==> src/rtl/ru_pkg.sv <==
`timescale 1ns / 1ps
// ----------------------------------------------------------------------------
// ru_pkg: shared definitions for the range unwrapper
// Default widths, register reset values, register indexes, state encodings
// and the queue status bundle.
// ----------------------------------------------------------------------------
package ru_pkg;

   localparam int SAMPLE_WIDTH    = 16;
   localparam int COUNT_WIDTH     = 16;
   localparam int OUT_WIDTH       = 32;
   localparam int QUEUE_DEPTH     = 2;
   localparam int CSR_INDEX_WIDTH = 1;

   localparam int BOUND_ONE_RESET = -12868;
   localparam int BOUND_TWO_RESET = 12868;

   typedef enum logic [CSR_INDEX_WIDTH-1:0] {
      CSR_BOUND_ONE = 1'b0,
      CSR_BOUND_TWO = 1'b1
   } csr_index_type;

   typedef enum logic [1:0] {
      FR_IDLE,
      FR_DIV,
      FR_DONE
   } front_state_type;

   typedef enum logic [1:0] {
      BK_IDLE,
      BK_MUL,
      BK_ADD
   } back_state_type;

   typedef struct packed {
      logic empty;
      logic full;
   } qstat_type;

endpackage

==> src/rtl/ru_queue.sv <==
`timescale 1ns / 1ps
// ----------------------------------------------------------------------------
// ru_queue: small register queue
// First-in first-out store with push/pop and an empty/full status bundle.
// ----------------------------------------------------------------------------
module ru_queue #(
   parameter int WIDTH = 8,
   parameter int DEPTH = ru_pkg::QUEUE_DEPTH
) (
   input  logic               clock,
   input  logic               reset,
   input  logic               push,
   input  logic [WIDTH-1:0]   wr_data,
   input  logic               pop,
   output logic [WIDTH-1:0]   rd_data,
   output ru_pkg::qstat_type  stat
);

   localparam int PTR_W = (DEPTH > 1) ? $clog2(DEPTH) : 1;
   localparam int CNT_W = $clog2(DEPTH + 1);

   logic [WIDTH-1:0] mem_ff [DEPTH];
   logic [PTR_W-1:0] wr_ptr_ff, wr_ptr_in;
   logic [PTR_W-1:0] rd_ptr_ff, rd_ptr_in;
   logic [CNT_W-1:0] count_ff, count_in;
   logic             push_ok, pop_ok;

   assign stat.empty = (count_ff == '0);
   assign stat.full  = (count_ff == CNT_W'(DEPTH));
   assign push_ok    = push & ~stat.full;
   assign pop_ok     = pop & ~stat.empty;
   assign rd_data    = mem_ff[rd_ptr_ff];

   always_comb begin
      wr_ptr_in = wr_ptr_ff;
      rd_ptr_in = rd_ptr_ff;
      count_in  = count_ff;
      if (push_ok) begin
         wr_ptr_in = (wr_ptr_ff == PTR_W'(DEPTH - 1)) ? '0 : wr_ptr_ff + 1'b1;
      end
      if (pop_ok) begin
         rd_ptr_in = (rd_ptr_ff == PTR_W'(DEPTH - 1)) ? '0 : rd_ptr_ff + 1'b1;
      end
      case ({push_ok, pop_ok})
         2'b10:   count_in = count_ff + 1'b1;
         2'b01:   count_in = count_ff - 1'b1;
         default: count_in = count_ff;
      endcase
   end

   always_ff @(posedge clock) begin
      if (reset) begin
         wr_ptr_ff <= '0;
         rd_ptr_ff <= '0;
         count_ff  <= '0;
      end else begin
         wr_ptr_ff <= wr_ptr_in;
         rd_ptr_ff <= rd_ptr_in;
         count_ff  <= count_in;
      end
   end

   always_ff @(posedge clock) begin
      if (push_ok) begin
         mem_ff[wr_ptr_ff] <= wr_data;
      end
   end

endmodule

==> src/rtl/ru_front.sv <==
`timescale 1ns / 1ps
// ----------------------------------------------------------------------------
// ru_front: request intake and range reduction
// Holds the bound registers, accepts a request, and splits the sample offset
// into floor quotient and remainder with a bit-serial divider.
// ----------------------------------------------------------------------------
module ru_front #(
   parameter int SAMPLE_WIDTH = ru_pkg::SAMPLE_WIDTH,
   parameter int ENTRY_W      = 3 * SAMPLE_WIDTH + 3
) (
   input  logic                                     clock,
   input  logic                                     reset,
   input  logic                                     csr_wr_en,
   input  logic [ru_pkg::CSR_INDEX_WIDTH-1:0]       csr_index,
   input  logic [SAMPLE_WIDTH-1:0]                  csr_data,
   input  logic                                     req_push,
   output logic                                     req_full,
   input  logic signed [SAMPLE_WIDTH-1:0]           req_sample,
   input  logic                                     req_restart,
   input  ru_pkg::qstat_type                        q_stat,
   output logic                                     q_push,
   output logic [ENTRY_W-1:0]                       q_data
);

   localparam int SW    = SAMPLE_WIDTH;
   localparam int CNT_W = $clog2(SW);

   ru_pkg::front_state_type state_ff, state_in;

   logic signed [SW-1:0] bound_one_ff, bound_two_ff;

   logic signed [SW-1:0] sample_ff, sample_in;
   logic                 restart_ff, restart_in;
   logic signed [SW-1:0] lo_ff, lo_in;
   logic        [SW-1:0] span_ff, span_in;
   logic                 neg_ff, neg_in;
   logic                 pass_ff, pass_in;
   logic        [SW-1:0] rem_ff, rem_in;
   logic        [SW-1:0] quo_ff, quo_in;
   logic [CNT_W-1:0]     cnt_ff, cnt_in;

   // intake arithmetic
   logic signed [SW-1:0] lo_c, hi_c;
   logic signed [SW:0]   span_w, off_w, mag_w;

   // divide step
   logic [SW:0] rem_sh, diff;
   logic        ge;

   // result assembly
   logic          round_up;
   logic [SW-1:0] r_fin;
   logic [SW:0]   qmag, q_fin, p_w;
   logic [SW-1:0] p_fin;

   assign lo_c   = (bound_one_ff < bound_two_ff) ? bound_one_ff : bound_two_ff;
   assign hi_c   = (bound_one_ff < bound_two_ff) ? bound_two_ff : bound_one_ff;
   assign span_w = {hi_c[SW-1], hi_c} - {lo_c[SW-1], lo_c};
   assign off_w  = {req_sample[SW-1], req_sample} - {lo_c[SW-1], lo_c};
   assign mag_w  = off_w[SW] ? -off_w : off_w;

   assign rem_sh = {rem_ff, quo_ff[SW-1]};
   assign diff   = rem_sh - {1'b0, span_ff};
   assign ge     = (rem_sh >= {1'b0, span_ff});

   // floor correction for a negative offset with a nonzero remainder
   assign round_up = neg_ff & (rem_ff != '0);
   assign r_fin    = round_up ? (span_ff - rem_ff) : rem_ff;
   assign qmag     = {1'b0, quo_ff} + {{SW{1'b0}}, round_up};
   assign q_fin    = neg_ff ? -qmag : qmag;
   assign p_w      = {lo_ff[SW-1], lo_ff} + {1'b0, r_fin};
   assign p_fin    = pass_ff ? sample_ff : p_w[SW-1:0];

   assign q_data   = {pass_ff, restart_ff, p_fin, q_fin, span_ff};
   assign req_full = (state_ff != ru_pkg::FR_IDLE);

   always_comb begin
      state_in   = state_ff;
      sample_in  = sample_ff;
      restart_in = restart_ff;
      lo_in      = lo_ff;
      span_in    = span_ff;
      neg_in     = neg_ff;
      pass_in    = pass_ff;
      rem_in     = rem_ff;
      quo_in     = quo_ff;
      cnt_in     = cnt_ff;
      q_push     = 1'b0;
      case (state_ff)
         ru_pkg::FR_IDLE: begin
            if (req_push) begin
               sample_in  = req_sample;
               restart_in = req_restart;
               lo_in      = lo_c;
               span_in    = span_w[SW-1:0];
               neg_in     = off_w[SW];
               pass_in    = (span_w == '0);
               rem_in     = '0;
               quo_in     = mag_w[SW-1:0];
               cnt_in     = CNT_W'(SW - 1);
               state_in   = (span_w == '0) ? ru_pkg::FR_DONE : ru_pkg::FR_DIV;
            end
         end
         ru_pkg::FR_DIV: begin
            rem_in = ge ? diff[SW-1:0] : rem_sh[SW-1:0];
            quo_in = {quo_ff[SW-2:0], ge};
            cnt_in = cnt_ff - 1'b1;
            if (cnt_ff == '0) begin
               state_in = ru_pkg::FR_DONE;
            end
         end
         ru_pkg::FR_DONE: begin
            if (!q_stat.full) begin
               q_push   = 1'b1;
               state_in = ru_pkg::FR_IDLE;
            end
         end
         default: begin
            state_in = ru_pkg::FR_IDLE;
         end
      endcase
   end

   always_ff @(posedge clock) begin
      if (reset) begin
         state_ff     <= ru_pkg::FR_IDLE;
         bound_one_ff <= SW'(ru_pkg::BOUND_ONE_RESET);
         bound_two_ff <= SW'(ru_pkg::BOUND_TWO_RESET);
      end else begin
         state_ff <= state_in;
         if (csr_wr_en) begin
            case (csr_index)
               ru_pkg::CSR_BOUND_ONE: bound_one_ff <= csr_data;
               ru_pkg::CSR_BOUND_TWO: bound_two_ff <= csr_data;
               default: ;
            endcase
         end
      end
   end

   always_ff @(posedge clock) begin
      sample_ff  <= sample_in;
      restart_ff <= restart_in;
      lo_ff      <= lo_in;
      span_ff    <= span_in;
      neg_ff     <= neg_in;
      pass_ff    <= pass_in;
      rem_ff     <= rem_in;
      quo_ff     <= quo_in;
      cnt_ff     <= cnt_in;
   end

endmodule

==> src/rtl/ru_back.sv <==
`timescale 1ns / 1ps
// ----------------------------------------------------------------------------
// ru_back: wrap tracking and output scaling
// Updates the wrap counter and last principal value (not for pass entries), then forms
// principal + span * count with a registered multiply and a saturating add.
// ----------------------------------------------------------------------------
module ru_back #(
   parameter int SAMPLE_WIDTH = ru_pkg::SAMPLE_WIDTH,
   parameter int COUNT_WIDTH  = ru_pkg::COUNT_WIDTH,
   parameter int ENTRY_W      = 3 * SAMPLE_WIDTH + 3
) (
   input  logic                          clock,
   input  logic                          reset,
   input  ru_pkg::qstat_type             in_stat,
   input  logic [ENTRY_W-1:0]            in_data,
   output logic                          in_pop,
   input  ru_pkg::qstat_type             out_stat,
   output logic                          out_push,
   output logic [ru_pkg::OUT_WIDTH:0]    out_data
);

   localparam int SW    = SAMPLE_WIDTH;
   localparam int CW    = COUNT_WIDTH;
   localparam int OW    = ru_pkg::OUT_WIDTH;
   localparam int WIDE  = ((SW + 1 > CW) ? SW + 1 : CW) + 1;
   localparam int PRODW = SW + 1 + CW;
   localparam int SUMW  = PRODW + 1;
   localparam int SATW  = (SUMW > OW + 1) ? SUMW : OW + 1;

   localparam logic signed [WIDE-1:0] CMAX_W = {{(WIDE-CW+1){1'b0}}, {(CW-1){1'b1}}};
   localparam logic signed [WIDE-1:0] CMIN_W = {{(WIDE-CW+1){1'b1}}, {(CW-1){1'b0}}};
   localparam logic signed [CW-1:0]   CMAX   = {1'b0, {(CW-1){1'b1}}};
   localparam logic signed [CW-1:0]   CMIN   = {1'b1, {(CW-1){1'b0}}};
   localparam logic signed [SATW-1:0] OMAX_W = {{(SATW-OW+1){1'b0}}, {(OW-1){1'b1}}};
   localparam logic signed [SATW-1:0] OMIN_W = {{(SATW-OW+1){1'b1}}, {(OW-1){1'b0}}};

   ru_pkg::back_state_type state_ff, state_in;

   // unwrap state
   logic signed [SW-1:0] last_ff, last_in;
   logic signed [CW-1:0] count_ff, count_in;
   logic                 primed_ff, primed_in;

   // datapath registers
   logic signed [SW-1:0]    p_ff, p_in;
   logic signed [SW:0]      span_op_ff, span_op_in;
   logic signed [CW-1:0]    cnt_op_ff, cnt_op_in;
   logic                    sat_ff, sat_in;
   logic signed [PRODW-1:0] prod_ff, prod_in;

   // entry fields
   logic                 e_pass, e_restart;
   logic signed [SW-1:0] e_p;
   logic signed [SW:0]   e_q;
   logic        [SW-1:0] e_span;

   // counter update
   logic signed [SW:0]   d;
   logic signed [SW+1:0] d2, nd2, span_x;
   logic signed [WIDE-1:0] q_w;
   logic signed [CW-1:0] next_cnt;
   logic                 next_sat;

   // output sum
   logic signed [SATW-1:0] sum_w;
   logic                   over, under;
   logic signed [OW-1:0]   res;

   assign e_pass    = in_data[ENTRY_W-1];
   assign e_restart = in_data[ENTRY_W-2];
   assign e_p       = in_data[ENTRY_W-3 -: SW];
   assign e_q       = in_data[SW +: SW+1];
   assign e_span    = in_data[SW-1:0];

   assign d      = {e_p[SW-1], e_p} - {last_ff[SW-1], last_ff};
   assign d2     = {d, 1'b0};
   assign nd2    = -d2;
   assign span_x = {2'b00, e_span};
   assign q_w    = WIDE'(e_q);

   always_comb begin
      next_cnt = count_ff;
      next_sat = 1'b0;
      if (e_restart || !primed_ff) begin
         if (q_w > CMAX_W) begin
            next_cnt = CMAX;
            next_sat = 1'b1;
         end else if (q_w < CMIN_W) begin
            next_cnt = CMIN;
            next_sat = 1'b1;
         end else begin
            next_cnt = q_w[CW-1:0];
         end
      end else if (d2 > span_x) begin
         // forward jump past half a span: the input wrapped downward
         if (count_ff == CMIN) begin
            next_sat = 1'b1;
         end else begin
            next_cnt = count_ff - 1'b1;
         end
      end else if (nd2 > span_x) begin
         if (count_ff == CMAX) begin
            next_sat = 1'b1;
         end else begin
            next_cnt = count_ff + 1'b1;
         end
      end
   end

   assign sum_w = SATW'(prod_ff) + SATW'(p_ff);
   assign over  = (sum_w > OMAX_W);
   assign under = (sum_w < OMIN_W);
   assign res   = over ? OMAX_W[OW-1:0] : (under ? OMIN_W[OW-1:0] : sum_w[OW-1:0]);

   assign out_data = {sat_ff | over | under, res};

   always_comb begin
      state_in   = state_ff;
      last_in    = last_ff;
      count_in   = count_ff;
      primed_in  = primed_ff;
      p_in       = p_ff;
      span_op_in = span_op_ff;
      cnt_op_in  = cnt_op_ff;
      sat_in     = sat_ff;
      prod_in    = prod_ff;
      in_pop     = 1'b0;
      out_push   = 1'b0;
      case (state_ff)
         ru_pkg::BK_IDLE: begin
            // only this unit pushes the result queue, so a free slot now
            // is still free when BK_ADD pushes the result
            if (!in_stat.empty && !out_stat.full) begin
               in_pop   = 1'b1;
               p_in     = e_p;
               state_in = ru_pkg::BK_MUL;
               if (e_pass) begin
                  span_op_in = '0;
                  cnt_op_in  = '0;
                  sat_in     = 1'b0;
               end else begin
                  span_op_in = {1'b0, e_span};
                  cnt_op_in  = next_cnt;
                  sat_in     = next_sat;
                  count_in   = next_cnt;
                  last_in    = e_p;
                  primed_in  = 1'b1;
               end
            end
         end
         ru_pkg::BK_MUL: begin
            prod_in  = span_op_ff * cnt_op_ff;
            state_in = ru_pkg::BK_ADD;
         end
         ru_pkg::BK_ADD: begin
            out_push = 1'b1;
            state_in = ru_pkg::BK_IDLE;
         end
         default: begin
            state_in = ru_pkg::BK_IDLE;
         end
      endcase
   end

   always_ff @(posedge clock) begin
      if (reset) begin
         state_ff  <= ru_pkg::BK_IDLE;
         last_ff   <= '0;
         count_ff  <= '0;
         primed_ff <= 1'b0;
      end else begin
         state_ff  <= state_in;
         last_ff   <= last_in;
         count_ff  <= count_in;
         primed_ff <= primed_in;
      end
   end

   always_ff @(posedge clock) begin
      p_ff       <= p_in;
      span_op_ff <= span_op_in;
      cnt_op_ff  <= cnt_op_in;
      sat_ff     <= sat_in;
      prod_ff    <= prod_in;
   end

endmodule

==> src/rtl/range_unwrap.sv <==
`timescale 1ns / 1ps
// ----------------------------------------------------------------------------
// range_unwrap: unwrapper for wrapped fixed-point samples
// Reduces each sample into [low, high) of the configured bounds, tracks wraps
// and returns principal value plus span times wrap count, saturated.
// ----------------------------------------------------------------------------
// Usage: write the two bound registers (either order; the lesser is the low
// end) while no request is outstanding. Each request gives exactly one
// response. A request holds the intake while the one-bit-per-clock floor
// divider reduces the sample into the range and until its entry is pushed
// to the middle queue; a new request is taken only after that. With equal
// bounds the divider is skipped and the sample passes straight through. The
// wrap tracker behind it takes each entry through idle, multiply and add
// states and pops no new entry until it is done. A two-entry queue between
// the divider and the tracker, and another on the response side, let the
// response consumer stall without stalling intake right away.
// ----------------------------------------------------------------------------
module range_unwrap #(
   parameter int SAMPLE_WIDTH = ru_pkg::SAMPLE_WIDTH,
   parameter int COUNT_WIDTH  = ru_pkg::COUNT_WIDTH
) (
   input  logic                                clock,
   input  logic                                reset,
   // configuration writes
   input  logic                                csr_wr_en,
   input  logic [ru_pkg::CSR_INDEX_WIDTH-1:0]  csr_index,
   input  logic [SAMPLE_WIDTH-1:0]             csr_data,
   // request side
   input  logic                                req_push,
   output logic                                req_full,
   input  logic signed [SAMPLE_WIDTH-1:0]      req_sample,
   input  logic                                req_restart,
   // response side
   output logic                                rsp_empty,
   input  logic                                rsp_pop,
   output logic signed [ru_pkg::OUT_WIDTH-1:0] rsp_unwrapped,
   output logic                                rsp_saturated
);

   // queue entry: pass flag, restart, principal, floor quotient, span
   localparam int ENTRY_W = 3 * SAMPLE_WIDTH + 3;
   localparam int RSP_W   = ru_pkg::OUT_WIDTH + 1;

   ru_pkg::qstat_type   mid_stat, rsp_stat;
   logic                mid_push, mid_pop, rsp_push;
   logic [ENTRY_W-1:0]  mid_wr, mid_rd;
   logic [RSP_W-1:0]    rsp_wr, rsp_rd;

   // Intake: bound registers, request accept, range reduction.
   ru_front #(
      .SAMPLE_WIDTH (SAMPLE_WIDTH),
      .ENTRY_W      (ENTRY_W)
   ) u_front (
      .clock       (clock),
      .reset       (reset),
      .csr_wr_en   (csr_wr_en),
      .csr_index   (csr_index),
      .csr_data    (csr_data),
      .req_push    (req_push),
      .req_full    (req_full),
      .req_sample  (req_sample),
      .req_restart (req_restart),
      .q_stat      (mid_stat),
      .q_push      (mid_push),
      .q_data      (mid_wr)
   );

   // Decouples the divider from the wrap tracker.
   ru_queue #(
      .WIDTH (ENTRY_W),
      .DEPTH (ru_pkg::QUEUE_DEPTH)
   ) u_mid_queue (
      .clock   (clock),
      .reset   (reset),
      .push    (mid_push),
      .wr_data (mid_wr),
      .pop     (mid_pop),
      .rd_data (mid_rd),
      .stat    (mid_stat)
   );

   // Wrap counter state and output scaling.
   ru_back #(
      .SAMPLE_WIDTH (SAMPLE_WIDTH),
      .COUNT_WIDTH  (COUNT_WIDTH),
      .ENTRY_W      (ENTRY_W)
   ) u_back (
      .clock    (clock),
      .reset    (reset),
      .in_stat  (mid_stat),
      .in_data  (mid_rd),
      .in_pop   (mid_pop),
      .out_stat (rsp_stat),
      .out_push (rsp_push),
      .out_data (rsp_wr)
   );

   // Response queue; its head is what the response ports show.
   ru_queue #(
      .WIDTH (RSP_W),
      .DEPTH (ru_pkg::QUEUE_DEPTH)
   ) u_rsp_queue (
      .clock   (clock),
      .reset   (reset),
      .push    (rsp_push),
      .wr_data (rsp_wr),
      .pop     (rsp_pop),
      .rd_data (rsp_rd),
      .stat    (rsp_stat)
   );

   assign rsp_empty     = rsp_stat.empty;
   assign rsp_unwrapped = rsp_rd[ru_pkg::OUT_WIDTH-1:0];
   assign rsp_saturated = rsp_rd[ru_pkg::OUT_WIDTH];

endmodule

==> config.mk <==
export PLATFORM = sky130hd
export DESIGN_NAME = range_unwrap
export DESIGN_NICKNAME = d
export VERILOG_FILES = /design/src/rtl/ru_pkg.sv /design/src/rtl/ru_queue.sv /design/src/rtl/ru_front.sv /design/src/rtl/ru_back.sv /design/src/rtl/range_unwrap.sv
export SDC_FILE = /design/constraint.sdc
export NUM_CORES = 2
export LEC_CHECK = 0
export BUFFER_PORTS_ARGS = -buffer_cell sky130_fd_sc_hd__buf_2
export CORE_MARGIN = 2
export CORE_UTILIZATION = 40
export CTS_CLUSTER_DIAMETER = 200
export DETAILED_ROUTE_END_ITERATION = 10
export PLACE_DENSITY = 0.52
export SLEW_MARGIN = 20
export SYNTH_ARGS = -nofsm -noshare
export SYNTH_HDL_FRONTEND = slang
export SYNTH_SLANG_ARGS = --single-unit
==> constraint.sdc <==
create_clock -name clock -period 9.95 [get_ports clock]
set_input_delay 0.4975 -clock clock [delete_from_list [all_inputs] [get_ports clock]]
set_output_delay 0.4975 -clock clock [all_outputs]
set_load 0.03 [all_outputs]
==> impl_metrics.py <==
metrics = {
    "outcome": {
        "status": "finished clean",
    },
    "synth": {
        "synth_fp_nets": 3968,
        "synth_seq_area_share": 0.350,
        "async_flop_share": 0,
        "synth_area_mm2": 0.0334,
        "yosysWarnings": 0,
        "yosysTopAreaCellShare": 0.303,
        "synth_cells": 3439,
        "avgSynthCellArea_um2": 9.71,
        "ys.flop_type": "edfxtp_1",
        "ys_ff_latch": 416,
        "ys_types": 86,
        "synth_edf_count": 337,
        "ys_top_cells_by_area": "edfxtp_1 (30%), fa_1 (12%), ha_1 (11%)",
        "synth_top_cell_by_area": "edfxtp_1",
    },
    "min_path": {
        "hold_path_class": "in2reg",
        "whs_endpoint": "u_front.sample_ff[0]",
        "holdPathStages": 1,
        "min_from": "req_sample[0]",
    },
    "sta": {
        "period_share": 0.734,
        "finalHoldViolations": 0,
        "holdWs_ps": 88.1,
        "finalSetupTns_ps": 0,
        "relSlewSlack": 0.316,
        "fmax_mhz": 137,
        "grt_setup_unrepaired": "false",
        "period_needed_ps": 7300,
        "finalMaxSlewViolations": 0,
        "setup_viol": 0,
        "tightest_slew_ps": 1020,
        "skew_ps": 22.7,
    },
    "routing": {
        "wl_met1_um": 37900,
        "post_drt_wl_per_cell_um": 18.6,
        "met2_length_um": 42400,
        "dr.first_iter.drc_count": 1296,
        "drt_wl_total_um": 85200,
        "dr_wl_met3_um": 2810,
        "drcViolationCount": 0,
        "firstDrtPassIters": 5,
        "vias": 23813,
        "ant_nets": 0,
        "vias_per_cell": 5.21,
        "topRoutingLayerUsed": "met5",
    },
    "setup_path": {
        "ff2ff_path_depth": 26,
        "cp.arrival_ps": 7610,
        "reg2reg_to": "u_back.cnt_op_ff[5]",
        "rrSetupSlack_ps": 2650,
        "critPathKind": "reg2reg",
        "cp.required_ps": 10260,
        "path_max_fanout": 26,
        "cp-end-kind": "flip-flop",
        "startpoint_type": "flip-flop",
    },
    "global_route": {
        "grt_pass1_vias": 23774,
        "grtUsageTotal": 0.199,
        "antenna_found_initial": 5,
        "overflow": 0,
        "grt_pass1_wl_um": 134000,
        "grt_max_degree": 80,
    },
    "clocking": {
        "worstSkewPairLatency_ps": 600,
        "hold_buffers": 0,
        "clk_pin_slew_ps": 60,
        "cts_setup_buffers": 0,
        "cts.root.buffer_cell": "clkbuf_16",
        "cts_resized": 0,
        "numClockSinks": 416,
        "cts_buffers": 47,
        "cts_max_path_buffers": 3,
        "cts_htree_levels": 2,
        "cts_tree": "built",
    },
    "die": {
        "die_x_um": 293,
        "die_h_um": 293,
        "dieArea_mm2": 0.0858,
        "top_level_ports": 74,
        "core_mm2": 0.0824,
        "fp-row-count": 105,
        "initial_core_util": 0.405,
    },
    "cells_and_area": {
        "final_common_cell": "inv_1",
        "layout.nets": 3992,
        "area_growth_pct": 9.14,
        "drive_gt1_frac": 0.0788,
        "final_area_mm2": 0.0364,
        "mostFrequentLayoutCells": "inv_1 (401), nand2_1 (377), edfxtp_1 (337)",
    },
    "placement": {
        "place_area_mm2": 0.0348,
        "dp_hpwl_um": 64300,
        "io_buffers": 73,
        "globalplace.congestion": 0.853,
    },
    "flow_run": {
        "cap_violations": 0,
    },
}
## cell usage after synthesis, drive strengths merged (8+ instances only)
cell and n:
a211o 8, a211oi 25, a21boi 8, a21o 60, a21oi 207, a221oi 10
a22o 14, a22oi 9, a31oi 14, and2 140, and3 18, and4 8
buf 13, clkbuf 107, dfxtp 79, edfxtp 337, fa 200, ha 290
inv 403, mux2 64, mux2i 37, nand2 377, nand2b 37, nand3 56
nand3b 21, nand4 18, nor2 221, nor2b 32, nor3 52, nor4 17
o211ai 13, o21a 32, o21ai 158, o21bai 27, o31ai 22, or2 14
or3 18, xnor2 125, xor2 78
## kinds of logic after synthesis
logic type,count (synthesis),share of synthesized area
AO/OA/AOI/OAI,657,0.125
XOR/XNOR,203,0.0533
adder cells (fa/ha/maj),490,0.229
buffers and inverters,524,0.0593
flip-flops,416,0.350
multiplexers,101,0.0328
AND/OR/NAND/NOR,1048,0.151
## final cells by class
type | instances | area [um2]
well taps | 1070 | 1340
fillers | 8039 | 45900
multi-input cells | 2499 | 19800
clock buffers | 67 | 1340
repair buffers | 95 | 531
flip-flops and latches | 416 | 11700
clock inverters | 21 | 239
inverters | 404 | 1520
diodes | 1 | 2.50
## registers in the layout, indices dropped and copies added (netlist names), 4 cells and up, named ones only
register / flops
u_front.bound_one_ff: 16
u_mid_queue.mem_ff: 102
u_rsp_queue.mem_ff: 66
u_back.cnt_op_ff: 16
u_back.count_ff: 16
u_front.span_ff: 16
u_front.rem_ff: 16
u_back.p_ff: 16
u_front.cnt_ff: 4
u_front.sample_ff: 16
u_back.span_op_ff: 16
u_back.prod_ff: 33
u_front.lo_ff: 16
u_front.bound_two_ff: 16
u_back.last_ff: 16
u_front.quo_ff: 16
## critical path, stage by stage (launching register included)
cell      delay [ps]
dfxtp_2          770
mux2i_1          370
ha_1             210
inv_1             50
fa_1             420
a211o_1          350
a21oi_1          280
o21bai_1         110
xor2_1           210
nor4_1           480
nand3_1          310
nor2_1           200
xnor2_1          140
ha_1             260
a21o_1           160
a21oi_1          130
o21ai_0          120
a221o_1          360
o31ai_1          140
a21oi_1          150
a311oi_2         620
nor3_1           140
and2_0           320
a32oi_1          390
xnor2_1          100
a21oi_1          150
nor2_1            50
## layer usage
metal,track usage,vias to the layer above
met5,0,-
met4,0.0503,4
met3,0.0217,102
met2,0.351,330
met1,0.259,11529
li1,-,11848
## metrics by stage
stage               utilization  setup WS (ps)  cells
floorplan                     -           2480   3439
global placement          0.423           2520   4484
detailed placement        0.423           2410   4484
CTS                       0.442           2340   4572
global route              0.442           2060   4572
finish                    0.442           2650   4573
## how the worst max path moves through the flow
stage,from,endpoint,cells past startpoint
6_report,flip-flop,u_back.cnt_op_ff[5],26
5_1_grt,flip-flop,u_back.cnt_op_ff[8],26
4_1_cts,flip-flop,u_back.cnt_op_ff[5],26
3_5_place_dp,flip-flop,u_back.cnt_op_ff[5],26
3_3_place_gp,flip-flop,u_back.cnt_op_ff[5],26
2_1_floorplan,flip-flop,u_back.cnt_op_ff[5],30
Power is not shown: default switching activity piles up to over one toggle a cycle in this logic, so the estimate is an artifact.
